--- src/rtl/mvm_ram.sv ---
// ----------------------------------------------------------------------------
// mvm_ram
// Generic single-write, single-read RAM with registered read data.
// ----------------------------------------------------------------------------
module mvm_ram #(
  parameter int WIDTH = 16,
  parameter int DEPTH = 256
) (
  input  logic                     clk,
  input  logic                     we,
  input  logic [$clog2(DEPTH)-1:0] waddr,
  input  logic [WIDTH-1:0]         wdata,
  input  logic [$clog2(DEPTH)-1:0] raddr,
  output logic [WIDTH-1:0]         rdata
);

  logic [WIDTH-1:0] mem [DEPTH];

  always_ff @(posedge clk) begin
    if (we) begin
      mem[waddr] <= wdata;
    end
    rdata <= mem[raddr];
  end

endmodule

--- config.mk ---
export PLATFORM = sky130hd
export DESIGN_NAME = mvm_ram
export DESIGN_NICKNAME = d
export VERILOG_FILES = /design/src/rtl/mvm_ram.sv
export SDC_FILE = /design/constraint.sdc
export NUM_CORES = 2
export LEC_CHECK = 0
export BUFFER_PORTS_ARGS = -buffer_cell sky130_fd_sc_hd__buf_2
export CAP_MARGIN = 20
export CORE_AREA = 2 2 480 672
export CTS_BUF_LIST = sky130_fd_sc_hd__clkbuf_8
export DETAILED_ROUTE_END_ITERATION = 10
export DIE_AREA = 0 0 482 674
export PLACE_DENSITY = 0.62
export SYNTH_ARGS = -nofsm -noshare
export SYNTH_HDL_FRONTEND = slang
export SYNTH_SLANG_ARGS = --single-unit
--- constraint.sdc ---
create_clock -name clk -period 5.6 [get_ports clk]
set_clock_uncertainty 0.05 [all_clocks]
set_input_delay 0.28 -clock clk [delete_from_list [all_inputs] [get_ports clk]]
set_output_delay 0.28 -clock clk [all_outputs]
set_load 0.1 [all_outputs]
== Word level (Yosys, flattened, before mapping) ==
Memory sizes are Yosys's and may differ from the RTL's. A register that Yosys moved wholly into a read port is not among the register bits.
Cells that the tools add are included.

* Mux-type cells: 2

{| class="wikitable"
|+ Operators by type and width
! operator !! number
|-
| 2-to-1 mux 1 bit || 2
|}

* Bits in registers: 0
* Bits in writable memories: 4096
* Input bits: 34
* Output and inout bits: 16
* Logic and storage cells: 3
* Memories kept: 1

{| class="wikitable"
|+ Memories
! name !! words !! bits a word !! read ports !! clocked after Yosys merged registers in !! write ports !! line !! text
|-
| mem || 256 || 16 || 1 || 1 || 1 || 17 || <nowiki>logic [WIDTH-1:0] mem [DEPTH];</nowiki>
|}

== Logic depth before layout (Yosys ltp) ==
* Depth in word-level cells: 2
* Depth in mapped cells: 12
* Gate-level depth less buffers: 6

== Worst setup path before layout ==
OpenSTA, ideal clock, no wires.

* Kind: input-to-reg
* Start point: in waddr[3]
* End point: mem mem[235][0], enable pin
* Setup time: 0.388 ns
* Data arrival time: 2.057 ns
* Required time: 5.162 ns
* Path slack: 3.105 ns
* Stages on the path: 6
* Buffers on the path: 3
* Cells stage by stage: clkbuf_1 -> nor2b_1 -> clkbuf_1 -> nand4_1 -> clkbuf_1 -> nor2_1

{| class="wikitable"
|+ RTL lines
! what !! line !! text
|-
| start, declared || 11 || <nowiki>input logic [$clog2(DEPTH)-1:0] waddr,</nowiki>
|-
| end, declared || 17 ||
|}

Straight into the memory's write port.

== Worst setup path in the final report ==
* Start point: in waddr[3]
* End point: mem mem[107][0], enable pin

Straight into the memory's write port.

==> out/results.ini <==
[run_status]
status=completed

[final_layout]
fin_nets=8108
layout_commonest_cell=edfxtp_1
area_delta_synth_final_pct=11.8
layout-drive-gt1-share=0.258
layout_common_cells=edfxtp_1 (4,096), mux4_2 (797), clkbuf_8 (640)

[synthesis]
yosysSeqAreaShare=0.777
synth.distinct_cells=52
synth.area.mux_share=0.155
synth-seq-cells=4112
synthAdderAreaFrac=0
synth_top_area_share=0.775
synthSimpleGateAreaFrac=0.0157
ys_top_cells_by_area=edfxtp_1 (77%), mux4_2 (11%), mux2i_1 (3.6%)
synthXorXnorAreaFrac=0
syn-num-nets=7394
synthesis.area_um2=159000
yosys.area.top_type=edfxtp_1
syn_inst=7360
synth_compound_area_frac=0.0354
synth_top_family_by_area=multiplexers
synth_area_per_cell_um2=21.6
yosysWarnings=0

[clock_network]
h-tree-depth=6
cts_resized=0
clock_latency_ns=1.14
root_buffer=clkbuf_8
clock-sinks=4112
cts_made_buffers=617
cts_tree=built
cts_buffer_depth=4
clk_pin_slew_ns=0.06

[sta]
worstMarginPinSlew_ns=1.37
setup_slack_ns=1.96
setup_viol=0
rsz0062_at_grt=false
post-route-period-util=0.649
whs_ns=0.116
final_hold_viol_count=0
tns_ns=0
period_needed_ns=3.64
slew_headroom=0.0887
drv_slew=0
fmax_mhz=275

[power]
p_leak_nw=56.9
total_power_mw=59.7
cellPowerDensity_nw_per_um2=337
ir_drop_mv=0.218

[detailed_routing]
vias=80300
routed_wl_mm=435
post_drt_wl_per_cell_um=34.1
postRouteAntennaNets=0
firstDrtPassIters=8
drc_errors=0
routed_via_density=6.29
first_iter_violations=9948

[place]
place_ws_ns=1.03
numPortBuffers=49
hpwlAfterDp_mm=260
place_congestion=0.927

[worst_hold_path]
hold_path_depth=4
min_from=raddr[5]
hold_path_class=input pin to flop
min_to=rdata[4]

[global_route]
grtUsageTotal=0.267
grt_max_degree=174
busiest_layer=met2
grt_pass1_wl_mm=609
grt_overflow_total=0
use_met3=0.0408
met2_usage=0.451
grt_util_met1=0.341
antenna_found_initial=25
grt_pass1_vias=80700

[floorplanning]
die_y_um=674
start_util=0.497
ioPinCount=50
die_x_um=482
coreArea_um2=319000
die_area_um2=325000
num_rows=246

[setup_path]
cp.required_ns=6.32
path_max_fanout=10
crit_path_start_kind=input pin
r2r_end=rdata[13]
r2r_start=mem[131][13]
crit_path_end_kind=flop
arrival_ns=4.35
r2r_setup_slack_ns=2.30
crit_type=input pin to flop
rr_worst_depth=6

[job]
cap_viol_max_count=0

==> worst max-delay path, cell delays in order <==
cell and delay, ns:
dlygate4sd3_1 0.62, buf_2 0.24, nor2b_1 0.54, nand4_1 0.73
buf_4 0.55, nor2_1 0.95, buf_4 0.37
==> cell type report <==
| type | count | area [um^2] |
|---|---|---|
| fillers | 24100 | 142000 |
| flip-flops and latches | 4112 | 123000 |
| multi-input cells | 2792 | 32900 |
| clock buffers | 639 | 8790 |
| well taps | 4216 | 5280 |
| repair buffers | 547 | 4920 |
| clock inverters | 438 | 2090 |
| diodes | 19 | 47.5 |
| inverters | 4 | 27.5 |
==> sequential cells by signal, indices dropped and copies added, names as in the netlist <==
name and flops:
mem 4096, rdata 16
==> power by group <==
part	internal (mW)	total [mW]	switching [mW]
Combinational	1.08	3.35	2.28
Clock	10.9	22.4	11.4
Sequential	33.9	34.0	0.0611
Total	45.9	59.7	13.8
==> cell families after synthesis <==
family                 count (synthesis)
DFF                                 4112
AOI/OAI and AO/OA                    786
muxes                               1450
buffers and inverters                456
and+or+nand+nor                      556
==> routing by layer <==
layer	vias up	wire length, um
met3	769	31000
met5	-	69
met2	3721	222000
met4	10	21900
met1	43000	160000
li1	32800	-
==> metrics by stage <==
step	cells	utilization	area, um^2
floorplan	7360	-	159000
global placement	11600	0.520	166000
detailed placement	11600	0.520	166000
CTS	12700	0.555	177000
global route	12800	0.555	177000
finish	12800	0.555	177000
==> how the worst max path moves through the flow <==
| stage | cells past startpoint | endpoint | start | slack (ns) |
|---|---|---|---|---|
| floorplan | 6 | mem[235][0] | waddr[3] | 3.11 |
| global placement | 11 | rdata[9] | raddr[0] | 0.88 |
| detailed placement | 11 | rdata[9] | raddr[0] | 1.03 |
| CTS | 11 | rdata[9] | raddr[0] | 2.22 |
| global route | 7 | mem[107][0] | waddr[3] | 2.08 |
| finish | 7 | mem[107][0] | waddr[3] | 1.96 |
==> cell usage after synthesis (all sizes together) <==
master and count:
o221ai 253, o22ai 148, clkbuf 230, dfxtp 16, nor2 304, o32ai 21
and4 2, nand3b 1, mux2 88, buf 222, mux4 797, a21o 2
o21ai 38, nand4b 3, nand4 26, nor2b 9, a211oi 18, nor4bb 2
and2 2, nand2b 3, a21oi 175, and3 11, nand3 35, or4b 1
a2111oi 6, or3 2, a221oi 28, edfxtp 4096, nor4 18, or2 5
a31oi 6, mux2i 565, or3b 1, inv 4, nand2 38, o31ai 16
a22o 32, nor3b 1, a22oi 43, nor3 92
==> timing repair <==
action | in CTS | in global routing
endpoints found under the hold margin | 1927 | 0
hold buffers | 28 | 0
setup endpoints to repair | 0 | 0
setup buffers | 0 | 0
No activity file was read; power rests on OpenSTA's default activity.
