**src/rtl/mvm_pkg.sv**
```systemverilog
// ----------------------------------------------------------------------------
// mvm_pkg
// Shared types, sizes and codes for the matrix-vector multiplier.
// ----------------------------------------------------------------------------
package mvm_pkg;

  // Sizes
  localparam int MAX_DIM     = 16;
  localparam int VALUE_WIDTH = 16;
  localparam int FRAC_BITS   = 12;
  localparam int OUT_LIMIT   = (MAX_DIM < 16) ? MAX_DIM : 16;
  localparam int DIM_W       = $clog2(OUT_LIMIT);          // row/column counter
  localparam int VADDR_W     = $clog2(MAX_DIM);            // vector store address
  localparam int MADDR_W     = $clog2(MAX_DIM * MAX_DIM);  // matrix store address
  localparam int ACC_W       = 2 * VALUE_WIDTH + DIM_W;
  localparam int CFG_W       = 5;
  localparam int CFG_IDX_W   = 2;

  // Action codes
  localparam logic ACT_WRITE  = 1'b0;
  localparam logic ACT_VECTOR = 1'b1;

  // Register indexes
  localparam logic [CFG_IDX_W-1:0] REG_NUM_ROWS   = 2'd0;
  localparam logic [CFG_IDX_W-1:0] REG_NUM_COLS   = 2'd1;
  localparam logic [CFG_IDX_W-1:0] REG_TRANSPOSED = 2'd2;

  typedef struct packed {
    logic               action;
    logic [3:0]         entry_row;
    logic [3:0]         entry_col;
    logic [3:0]         vector_index;
    logic signed [15:0] value;
    logic               last;
  } in_t;

  typedef struct packed {
    logic [3:0]         result_index;
    logic signed [31:0] result_value;
    logic               last_result;
  } out_t;

  // Control word that travels with each MAC operand pair
  typedef struct packed {
    logic valid;
    logic first;
    logic last;
  } mac_ctl_t;

  // Dimension 0 acts as 1, above the limit acts as the limit
  function automatic logic [DIM_W:0] clamp_dim(input logic [CFG_W-1:0] d);
    logic [DIM_W:0] r;
    if (d == '0) begin
      r = (DIM_W+1)'(1);
    end else if (32'(d) > OUT_LIMIT) begin
      r = (DIM_W+1)'(OUT_LIMIT);
    end else begin
      r = (DIM_W+1)'(d);
    end
    return r;
  endfunction

endpackage

```
**src/rtl/mvm_mac.sv**
```systemverilog
// ----------------------------------------------------------------------------
// mvm_mac
// Multiply-accumulate unit: registered product, accumulator, then round to
// 12 fraction bits and saturate to 32 bits.
// ----------------------------------------------------------------------------
module mvm_mac (
  input  logic                                   clk,
  input  logic                                   rst,
  input  mvm_pkg::mac_ctl_t                      ctl,
  input  logic signed [mvm_pkg::VALUE_WIDTH-1:0] mat_val,
  input  logic signed [mvm_pkg::VALUE_WIDTH-1:0] vec_val,
  output logic                                   res_valid,
  output logic signed [31:0]                     res_value,
  output logic                                   busy
);
  import mvm_pkg::*;

  localparam int QW = ACC_W + 1 - FRAC_BITS;
  localparam int EW = (QW > 32) ? QW + 1 : 33;
  localparam logic signed [EW-1:0] SAT_HI = EW'(64'sd2147483647);
  localparam logic signed [EW-1:0] SAT_LO = -SAT_HI - EW'(1);

  mac_ctl_t                         p_ctl;
  logic signed [2*VALUE_WIDTH-1:0]  prod;
  logic signed [ACC_W-1:0]          acc;
  logic                             acc_done;
  logic signed [ACC_W:0]            rnd;
  logic signed [QW-1:0]             q;
  logic signed [EW-1:0]             qx;
  logic signed [31:0]               sat;

  // Round half up: add half an LSB, then arithmetic shift
  assign rnd = (ACC_W+1)'(acc) + (ACC_W+1)'(1 << (FRAC_BITS - 1));
  assign q   = QW'(rnd >>> FRAC_BITS);
  assign qx  = EW'(q);

  always_comb begin
    if (qx > SAT_HI) begin
      sat = 32'sh7FFF_FFFF;
    end else if (qx < SAT_LO) begin
      sat = 32'sh8000_0000;
    end else begin
      sat = 32'(qx);
    end
  end

  always_ff @(posedge clk) begin
    if (rst) begin
      p_ctl     <= '0;
      acc_done  <= 1'b0;
      res_valid <= 1'b0;
    end else begin
      p_ctl     <= ctl;
      acc_done  <= p_ctl.valid & p_ctl.last;
      res_valid <= acc_done;
    end
    prod <= mat_val * vec_val;
    if (p_ctl.valid) begin
      acc <= p_ctl.first ? ACC_W'(prod) : acc + ACC_W'(prod);
    end
    if (acc_done) begin
      res_value <= sat;
    end
  end

  assign busy = ctl.valid | p_ctl.valid | acc_done | res_valid;

endmodule

```
**config.mk**
```make
export PLATFORM = sky130hd
export DESIGN_NAME = mvm_mac
export DESIGN_NICKNAME = d
export VERILOG_FILES = /design/src/rtl/mvm_pkg.sv /design/src/rtl/mvm_mac.sv
export SDC_FILE = /design/constraint.sdc
export NUM_CORES = 1
export LEC_CHECK = 0
export BUFFER_PORTS_ARGS = -buffer_cell sky130_fd_sc_hd__buf_4
export CAP_MARGIN = 25
export CORE_MARGIN = 1.5
export CORE_UTILIZATION = 40
export CTS_CLUSTER_DIAMETER = 80
export DETAILED_ROUTE_END_ITERATION = 7
export GPL_TIMING_DRIVEN = 0
export HOLD_SLACK_MARGIN = 0.15
export PLACE_DENSITY = 0.7
export SETUP_SLACK_MARGIN = 0.4
export SYNTH_ARGS = -nofsm -noshare
export SYNTH_HDL_FRONTEND = slang
export SYNTH_SLANG_ARGS = --single-unit
```
**constraint.sdc**
```tcl
create_clock -name clk -period 6.49 [get_ports clk]
set_input_delay 0 -clock clk [delete_from_list [all_inputs] [get_ports clk]]
set_output_delay 0 -clock clk [all_outputs]
set_load 0.05 [all_outputs]
```
# Word level (Yosys, flattened, before mapping)

Cells that the tools add are included.

Multipliers: 1
Muxes and demuxes: 2
Bitwise operators: 4
Add/sub/neg operators: 2
Order comparisons: 2

Operator list:

| cell                                                                               | count |
|---|---|
| 36-bit by 13-bit adder with 37-bit output (second input constant)                  | 1 |
| 36-bit by 32-bit adder with 36-bit output                                          | 1 |
| 36-bit two-way mux                                                                 | 1 |
| 25-bit by 32-bit greater-than comparator with 1-bit output (second input constant) | 1 |
| 25-bit by 32-bit < comparator with 1-bit output (second input constant)            | 1 |
| 16-bit by 16-bit multiplier with 32-bit output                                     | 1 |
| 32-bit two-way mux                                                                 | 1 |
| 1-bit bitwise OR                                                                   | 3 |
| 1-bit bitwise AND                                                                  | 1 |

Register bits: 105
Logic and storage cells: 19
Output and inout port bits: 34
Input bits: 37

# Logic depth before layout (Yosys ltp)

Gate-level depths: netlist (run 1).

Depth after elaboration: 3
Depth in mapped cells: 25
Gate-level depth less buffers: 24

# Worst setup path before layout (run 1)

No wires, ideal clock.

Path type: input-to-reg
From: input port vec_val[2] in the netlist's numbering
To: register prod[31]
Required time: 6.428 ns
Slack: 0.378 ns
Setup time: 0.062 ns
Data arrival time: 6.050 ns
Path buffers: 1
Cell stages on the path: 20
Cells stage by stage: clkbuf_1 nand2_1 fa_1 inv_1 fa_1 fa_1 fa_1 fa_1 inv_1 fa_1 inv_1 ha_1 a21o_1 a21o_1 o21a_1 and3_1 a211oi_1 nor3_1 or3_1 nand3_1

Cells in the longest elaborated chain, start to end: 1

Ends and longest elaborated chain:

| what                                           | RTL line      | text |
|---|---|---|
| start: declaration                             | mvm_mac.sv:11 | `input logic signed [mvm_pkg::VALUE_WIDTH-1:0] vec_val,` |
| 16-bit by 16-bit multiplier with 32-bit output | mvm_mac.sv:57 | `prod <= mat_val * vec_val;` |
| end signal: assignment                         | mvm_mac.sv:57 |  |
| end: declaration                               | mvm_mac.sv:24 | `logic signed [2*VALUE_WIDTH-1:0] prod;` |

No other way between the ends.
A chain may end at the register's enable or synchronous reset.

# Worst setup path in the final report (run 1)

Ends and elaborated chain as after synthesis.

==> qor.csv, run 1 <==
stage,metric,value,unit
timing,fmax,172,MHz
finish,area_growth,11.0,%
critical_path,slowest_stage,fa_2,
die,row_count,70,
yosys,synth_area_per_cell,9.40,sq um
critical_path,r2r_end,acc[32],
placed_design,hpwl,29.6,mm
finish,nNetsFinal,2117,
finish,regArea,2600,sq um
yosys,synth_top_area_share,34.9,%
yosys,yosys.area.top_type,fa_1,
critical_path,criticalPathCategory,in -> reg,
timing,hold_viol,0,
clock_tree,path_clk_slew,0.08,ns
yosys,synth.most_common_cell,inv_1,
run,maxCapViolCount,0,
clock_tree,h-tree-depth,3,
yosys,synth_seq_cells,99,
die,die_y,197,microns
yosys,synthFlopType,edfxtp_1,
global_route,first_global_vias,11800,
timing,slew-limit-headroom,55.2,%
finish,n_antenna_cell,0,
timing,fin_hold_ws,0.245,ns
yosys,netlist_instances,1606,
yosys,synthTopCellsByCount,"inv_1 (342), fa_1 (263), nand2_1 (186)",
critical_path,reg2reg_slack,3.23,ns
drt,ant_nets,0,
global_route,grt_overflow,0,
drt,drtIter0Drc,518,
timing,drv_slew,0,
yosys,seq_area_frac_synth,17.2,%
clock_tree,cts_max_path_buffers,2,
run_status,status,"complete, no violations",
drt,num_vias,11000,
timing,rsz0062_at_grt,false,
drt,routed_via_density,4.97,
drt,drt_pass1_iterations,5,
die,dieArea,38900,sq um
die,die_w,197,microns
global_route,grt_max_degree,38,
critical_path,r2r_start,acc[0],
yosys,yosysWarnings,0,
yosys,synth.distinct_cells,56,
critical_path,critical_path.top_delay_family,adder cells,
clock_tree,ctsRootBufferMaster,clkbuf_16,
timing,period_minus_slack,5.83,ns
critical_path,crit_path_max_fanout,10,
timing,worst_pin_slew,0.672,ns
yosys,postSynth.asyncResetShare,0,%
global_route,grtUsageTotal,19.2,%
drt,wl_per_cell,16.0,microns
clock_tree,cts_tree,done,
critical_path,reg2regPathDepth,12,
critical_path,cp.depth,21,
hold_path,hold_path.class,in -> reg,
global_route,grt_antenna_before_repair,0,
die,io-pin-count,71,
critical_path,cpMostUsedCell,fa_1,
timing,setup_viol,0,
die,coreArea,36900,sq um
timing,fin_worst_skew,0.00890,ns
yosys,synth_edf_count,62,
finish,fillCellCount,3499,
drt,drc,0,
finish,layout-drive-gt1-share,7.98,%
critical_path,endpoint_kind,register,
critical_path,path_cells,buf_4 -> clkbuf_2 -> nand2_1 -> fa_2 -> inv_1 -> fa_2 -> fa_1 -> fa_1 -> fa_1 -> inv_1 -> fa_1 -> inv_1 -> ha_1 -> a21o_1 -> a21o_1 -> o21a_1 -> and3_1 -> a211oi_2 -> nor3_1 -> or3_1 -> nand3_1,
critical_path,endpoint,prod[31],
clock_tree,clock_sinks,99,
yosys,yosys-top-cells-area,"fa_1 (35%), edfxtp_1 (12%), ha_1 (9.8%)",
clock_tree,cts_buffers,9,
timing,fin_crit_sh,89.8,%
clock_tree,clk_latency,0.34,ns
critical_path,max_stage_delay,0.68,ns
die,start_util,40.9,%
finish,multi_input_area,11000,sq um
critical_path,crit_start,vec_val[2],
yosys,syn-cell-area,15100,sq um
global_route,grt_pass1_wl,59.2,mm
critical_path,worst_ep_required_time,6.78,ns
drt,finalWirelength,35.3,mm
yosys,synthesis.nets,2024,
critical_path,crit_buf_inv,5,
critical_path,start_kind,input port,
placed_design,gp_congestion,0.944,
placed_design,port_buffers,70,
critical_path,crit_arrival,6.11,ns
-- per-layer routing --
metal  track usage, %  up-vias  part of all wire [%]
met5                0        -                     0
met4             4.95        0                   2.1
met3             3.55       52                   6.2
met2             32.6      313                    47
met1             25.2     5434                    45
li1                 -     5185                     -
-- metrics by stage --
step | instance area, sq um | TNS, ns | util [%] | cells | setup slack [ns]
3_5_place_dp | 16300 | -0.696 | 44.2 | 2182 | -0.382
6_report | 16800 | 0 | 45.5 | 2208 | 0.661
5_1_grt | 16800 | 0 | 45.5 | 2208 | 0.441
2_1_floorplan | 15100 | 0 | - | 1606 | 0.522
3_3_place_gp | 16300 | -0.544 | 44.1 | 2180 | -0.334
4_1_cts | 16700 | 0 | 45.4 | 2208 | 0.420
-- tightest hold or removal path: stages --
cell and delay (ns):
buf_4 0.14, and2_1 0.14, ha_1 0.14, ha_1 0.13
-- cell usage in the layout, fill, tap and decap left out, drive strengths merged, types with 3 or more instances in the layout --
cell type | synthesis | routed
or3 | 6 | 6
o211ai | 3 | 3
edfxtp | 62 | 62
and3 | 14 | 14
nand4 | 9 | 9
dfxtp | 37 | 37
a21oi | 51 | 51
nor3 | 14 | 14
a31oi | 5 | 5
nand2 | 186 | 186
a211oi | 13 | 13
ha | 118 | 118
clkbuf | 43 | 53
buf | 6 | 79
nand3 | 19 | 19
or2 | 3 | 3
a21o | 26 | 26
o21bai | 6 | 6
xor2 | 29 | 29
o21a | 14 | 14
nand2b | 11 | 11
xnor2 | 50 | 50
o21ai | 53 | 53
dlygate4sd3 | 0 | 9
o31ai | 13 | 13
inv | 342 | 345
nor2 | 43 | 43
and2 | 126 | 126
o31a | 4 | 4
a21boi | 3 | 3
fa | 263 | 263
nor2b | 10 | 10
nor3b | 3 | 3
-- kinds of logic (layout without fill, tap and decap cells) --
| kind of cell | Yosys count | after routing | synth area share, % |
|---|---|---|---|
| simple gates | 449 | 449 | 14.6 |
| buf+inv | 391 | 489 | 9.87 |
| fa+ha+maj | 381 | 381 | 44.7 |
| compound gates | 204 | 204 | 8.81 |
| flops | 99 | 99 | 17.2 |
| xor+xnor | 79 | 79 | 4.58 |
| mux | 3 | 3 | 0.207 |
-- flip-flops by register name, summed over array words and instances, names as in the netlist --
register and flops:
acc 36, prod 32, res_valid 1, acc_done 1
p_ctl 3, res_value 26
-- worst min path at each step --
| stage | startpoint | end | slack (ns) | cells past startpoint |
|---|---|---|---|---|
| 3_3_place_gp | rst | res_valid | 0.20 | 2 |
| 3_5_place_dp | rst | p_ctl[2] | 0.20 | 2 |
| 2_1_floorplan | rst | p_ctl[0] | 0.07 | 1 |
| 5_1_grt | mat_val[1] | prod[2] | 0.25 | 4 |
| 4_1_cts | mat_val[1] | prod[2] | 0.23 | 4 |
| 6_report | mat_val[1] | prod[2] | 0.24 | 4 |
-- cell type report --
cell class	instances	area share [%]
multi-input combinational	1116	65.7
sequential	99	15.5
inverter	342	7.66
timing repair buffer	82	3.93
tap	504	3.76
buffer	49	1.41
clock buffer	10	1.37
clock inverter	6	0.627
-- timing repair --
action                                  4_1_cts  5_1_grt
gates resized for setup                       8       36
cloned                                        0        0
hold buffers                                  9        0
buffers inserted                              1        0
hold endpoints to repair                      7        0
pin swaps                                     1        0
endpoints found under the setup margin        3        2
Power of run 1 is left out: the tool's default activity adds up to more than one toggle a clock period on the data nets, which glitch-free logic cannot reach.
==> run 2, diff against run 1 <==
- PLACE_DENSITY: 0.7 -> not set
==> run 2 against run 1 <==
Compared with the run above:
- die area is the same
- fmax shrank 1.7%
- clock skew grew 0.0082 ns
- routed wire length shrank 1.2%
- core utilization is essentially flat
- hold slack lost 0.058 ns
- setup slack lost 0.099 ns
- global-route usage shrank 0.17 points
- clock-buffer cell count shrank 1
- sequential share of layout area is essentially flat
- critical path depth grew 1
- non-clock buffer count is the same
==> qor.csv, run 2 (synthesis results as in run 1) <==
stage,metric,value,unit,change
run_status,status,"complete, no violations",,
hold_path,min_from,mat_val[1],,
drt,drt_pass1_iterations,5,,unchanged
global_route,first_global_vias,11400,,-4.0%
timing,worst_pin_slew,0.741,ns,+0.0696 ns
finish,largest_reg_flops,36,,unchanged
finish,reg.largest.list,"acc: 36 flops, prod: 32 flops, res_value: 26 flops",,
die,coreArea,36900,sq um,unchanged
hold_path,hold_depth,3,,-1
critical_path,crit_path_max_fanout,10,,unchanged
global_route,grt_pass1_wl,58.3,mm,-1.6%
drt,finalWirelength,34.9,mm,-1.2%
timing,fmax,169,MHz,-1.7%
die,io-pin-count,71,,unchanged
drt,routed_via_density,4.90,,-1.5%
die,dieArea,38900,sq um,unchanged
clock_tree,h-tree-depth,3,,unchanged
critical_path,start_kind,input port,,
placed_design,dp_worst_setup_slack,-0.415,ns,-0.0331 ns
finish,fillCellCount,3559,,+1.7%
finish,n_antenna_cell,0,,unchanged
timing,fin_worst_skew,0.0171,ns,+0.00816 ns
timing,period_minus_slack,5.93,ns,+0.0987 ns
clock_tree,clock_sinks,99,,unchanged
drt,drc,0,,unchanged
timing,rsz0062_at_grt,true,,
clock_tree,cts_tree,done,,
critical_path,r2r_end,acc[32],,
clock_tree,ctsRootBufferMaster,clkbuf_16,,
clock_tree,cts_buffers,9,,unchanged
critical_path,worst_ep_required_time,6.78,ns,about the same
finish,nNetsFinal,2117,,unchanged
finish,area_growth,10.9,%,about the same
placed_design,gp_congestion,0.925,,-1.9%
drt,drtIter0Drc,613,,+18%
finish,layout_commonest_cell,inv_1,,
critical_path,endpoint_kind,register,,
global_route,grt_antenna_before_repair,0,,unchanged
drt,ant_nets,0,,unchanged
clock_tree,path_clk_slew,0.07,ns,about the same
die,die_y,197,microns,unchanged
placed_design,hpwl,29.8,mm,+0.60%
finish,layout-drive-gt1-share,7.57,%,-0.41 points
clock_tree,clk_latency,0.36,ns,+0.02 ns
timing,setup_tns,0,ns,unchanged
timing,hold_viol,0,,unchanged
timing,setup_viol,0,,unchanged
placed_design,port_buffers,70,,unchanged
timing,layout_setup_ws,0.563,ns,-0.0987 ns
hold_path,hold_path.class,in -> reg,,
drt,num_vias,10800,,-1.5%
drt,wl_per_cell,15.8,microns,-1.2%
hold_path,min_to,prod[1],,
finish,layout_common_cells,"inv_1 (342), fa_1 (261), nand2_1 (186)",,
critical_path,reg2reg_slack,3.28,ns,+0.05 ns
die,row_count,70,,unchanged
die,die_w,197,microns,unchanged
global_route,grt_max_degree,26,,-32%
critical_path,reg2regPathDepth,12,,unchanged
global_route,grtUsageTotal,19.0,%,-0.17 points
timing,fin_crit_sh,91.3,%,+1.5 points
clock_tree,cts_max_path_buffers,2,,unchanged
timing,slew-limit-headroom,50.6,%,-4.6 points
critical_path,criticalPathCategory,in -> reg,,
critical_path,r2r_start,acc[0],,
finish,largest-register,acc,,
critical_path,crit_start,vec_val[9],,
critical_path,crit_arrival,6.22,ns,+0.11 ns
timing,drv_slew,0,,unchanged
die,start_util,40.9,%,unchanged
global_route,grt_overflow,0,,unchanged
run,maxCapViolCount,0,,unchanged
## run 2: worst max path at each step
stage,end,slack (ns)
final,prod[31],0.56
after global routing,prod[31],0.38
after CTS,prod[31],0.42
after detailed placement,prod[31],-0.41
after global placement,prod[31],-0.37
after floorplan,prod[31],0.52
## run 2: repair_timing
| action | in CTS | in global routing |
|---|---|---|
| endpoints found under the hold margin | 7 | 0 |
| gates resized for setup | 6 | 21 |
| pin swaps | 1 | 0 |
| setup endpoints to repair | 4 | 3 |
| setup buffers | 2 | 0 |
| hold buffers | 8 | 0 |
## run 2: worst max-delay path: stages
cell	delay [ns]
buf_4	0.14
clkbuf_1	0.45
nand2_1	0.16
fa_1	0.56
inv_1	0.05
fa_1	0.58
fa_1	0.46
fa_1	0.54
fa_1	0.55
inv_1	0.05
fa_1	0.53
inv_1	0.04
ha_1	0.33
and2_1	0.19
and3_1	0.21
a21oi_1	0.14
nand2_1	0.10
o21a_1	0.22
a211oi_2	0.30
nor3_1	0.14
or3_1	0.39
nand3_1	0.09
## run 2: metrics by stage
step	hold slack, ns	instances	util [%]	instance area [sq um]
detailed placement	0.193	2182	44.2	16300
floorplan	0.0716	1606	-	15100
CTS	0.167	2208	45.4	16700
global route	0.198	2208	45.4	16700
finish	0.187	2208	45.4	16700
global placement	0.201	2180	44.1	16300
## run 2: layout make-up
| type | count | area, sq um | share of cell area [%] |
|---|---|---|---|
| clock buffer | 9 | 225 | 1.34 |
| timing repair buffer | 82 | 656 | 3.92 |
| tap | 504 | 631 | 3.77 |
| clock inverter | 7 | 108 | 0.643 |
| inverter | 342 | 1280 | 7.67 |
| buffer | 49 | 225 | 1.34 |
| sequential | 99 | 2600 | 15.5 |
| multi-input combinational | 1116 | 11000 | 65.8 |
## run 2: routing by layer
layer | GRT usage (%) | share of wire, %
met1 | 25.6 | 46
met2 | 32.2 | 46
met3 | 2.80 | 6.1
met4 | 4.58 | 1.9
met5 | 0 | 0
Power of run 2 is left out for the same reason.
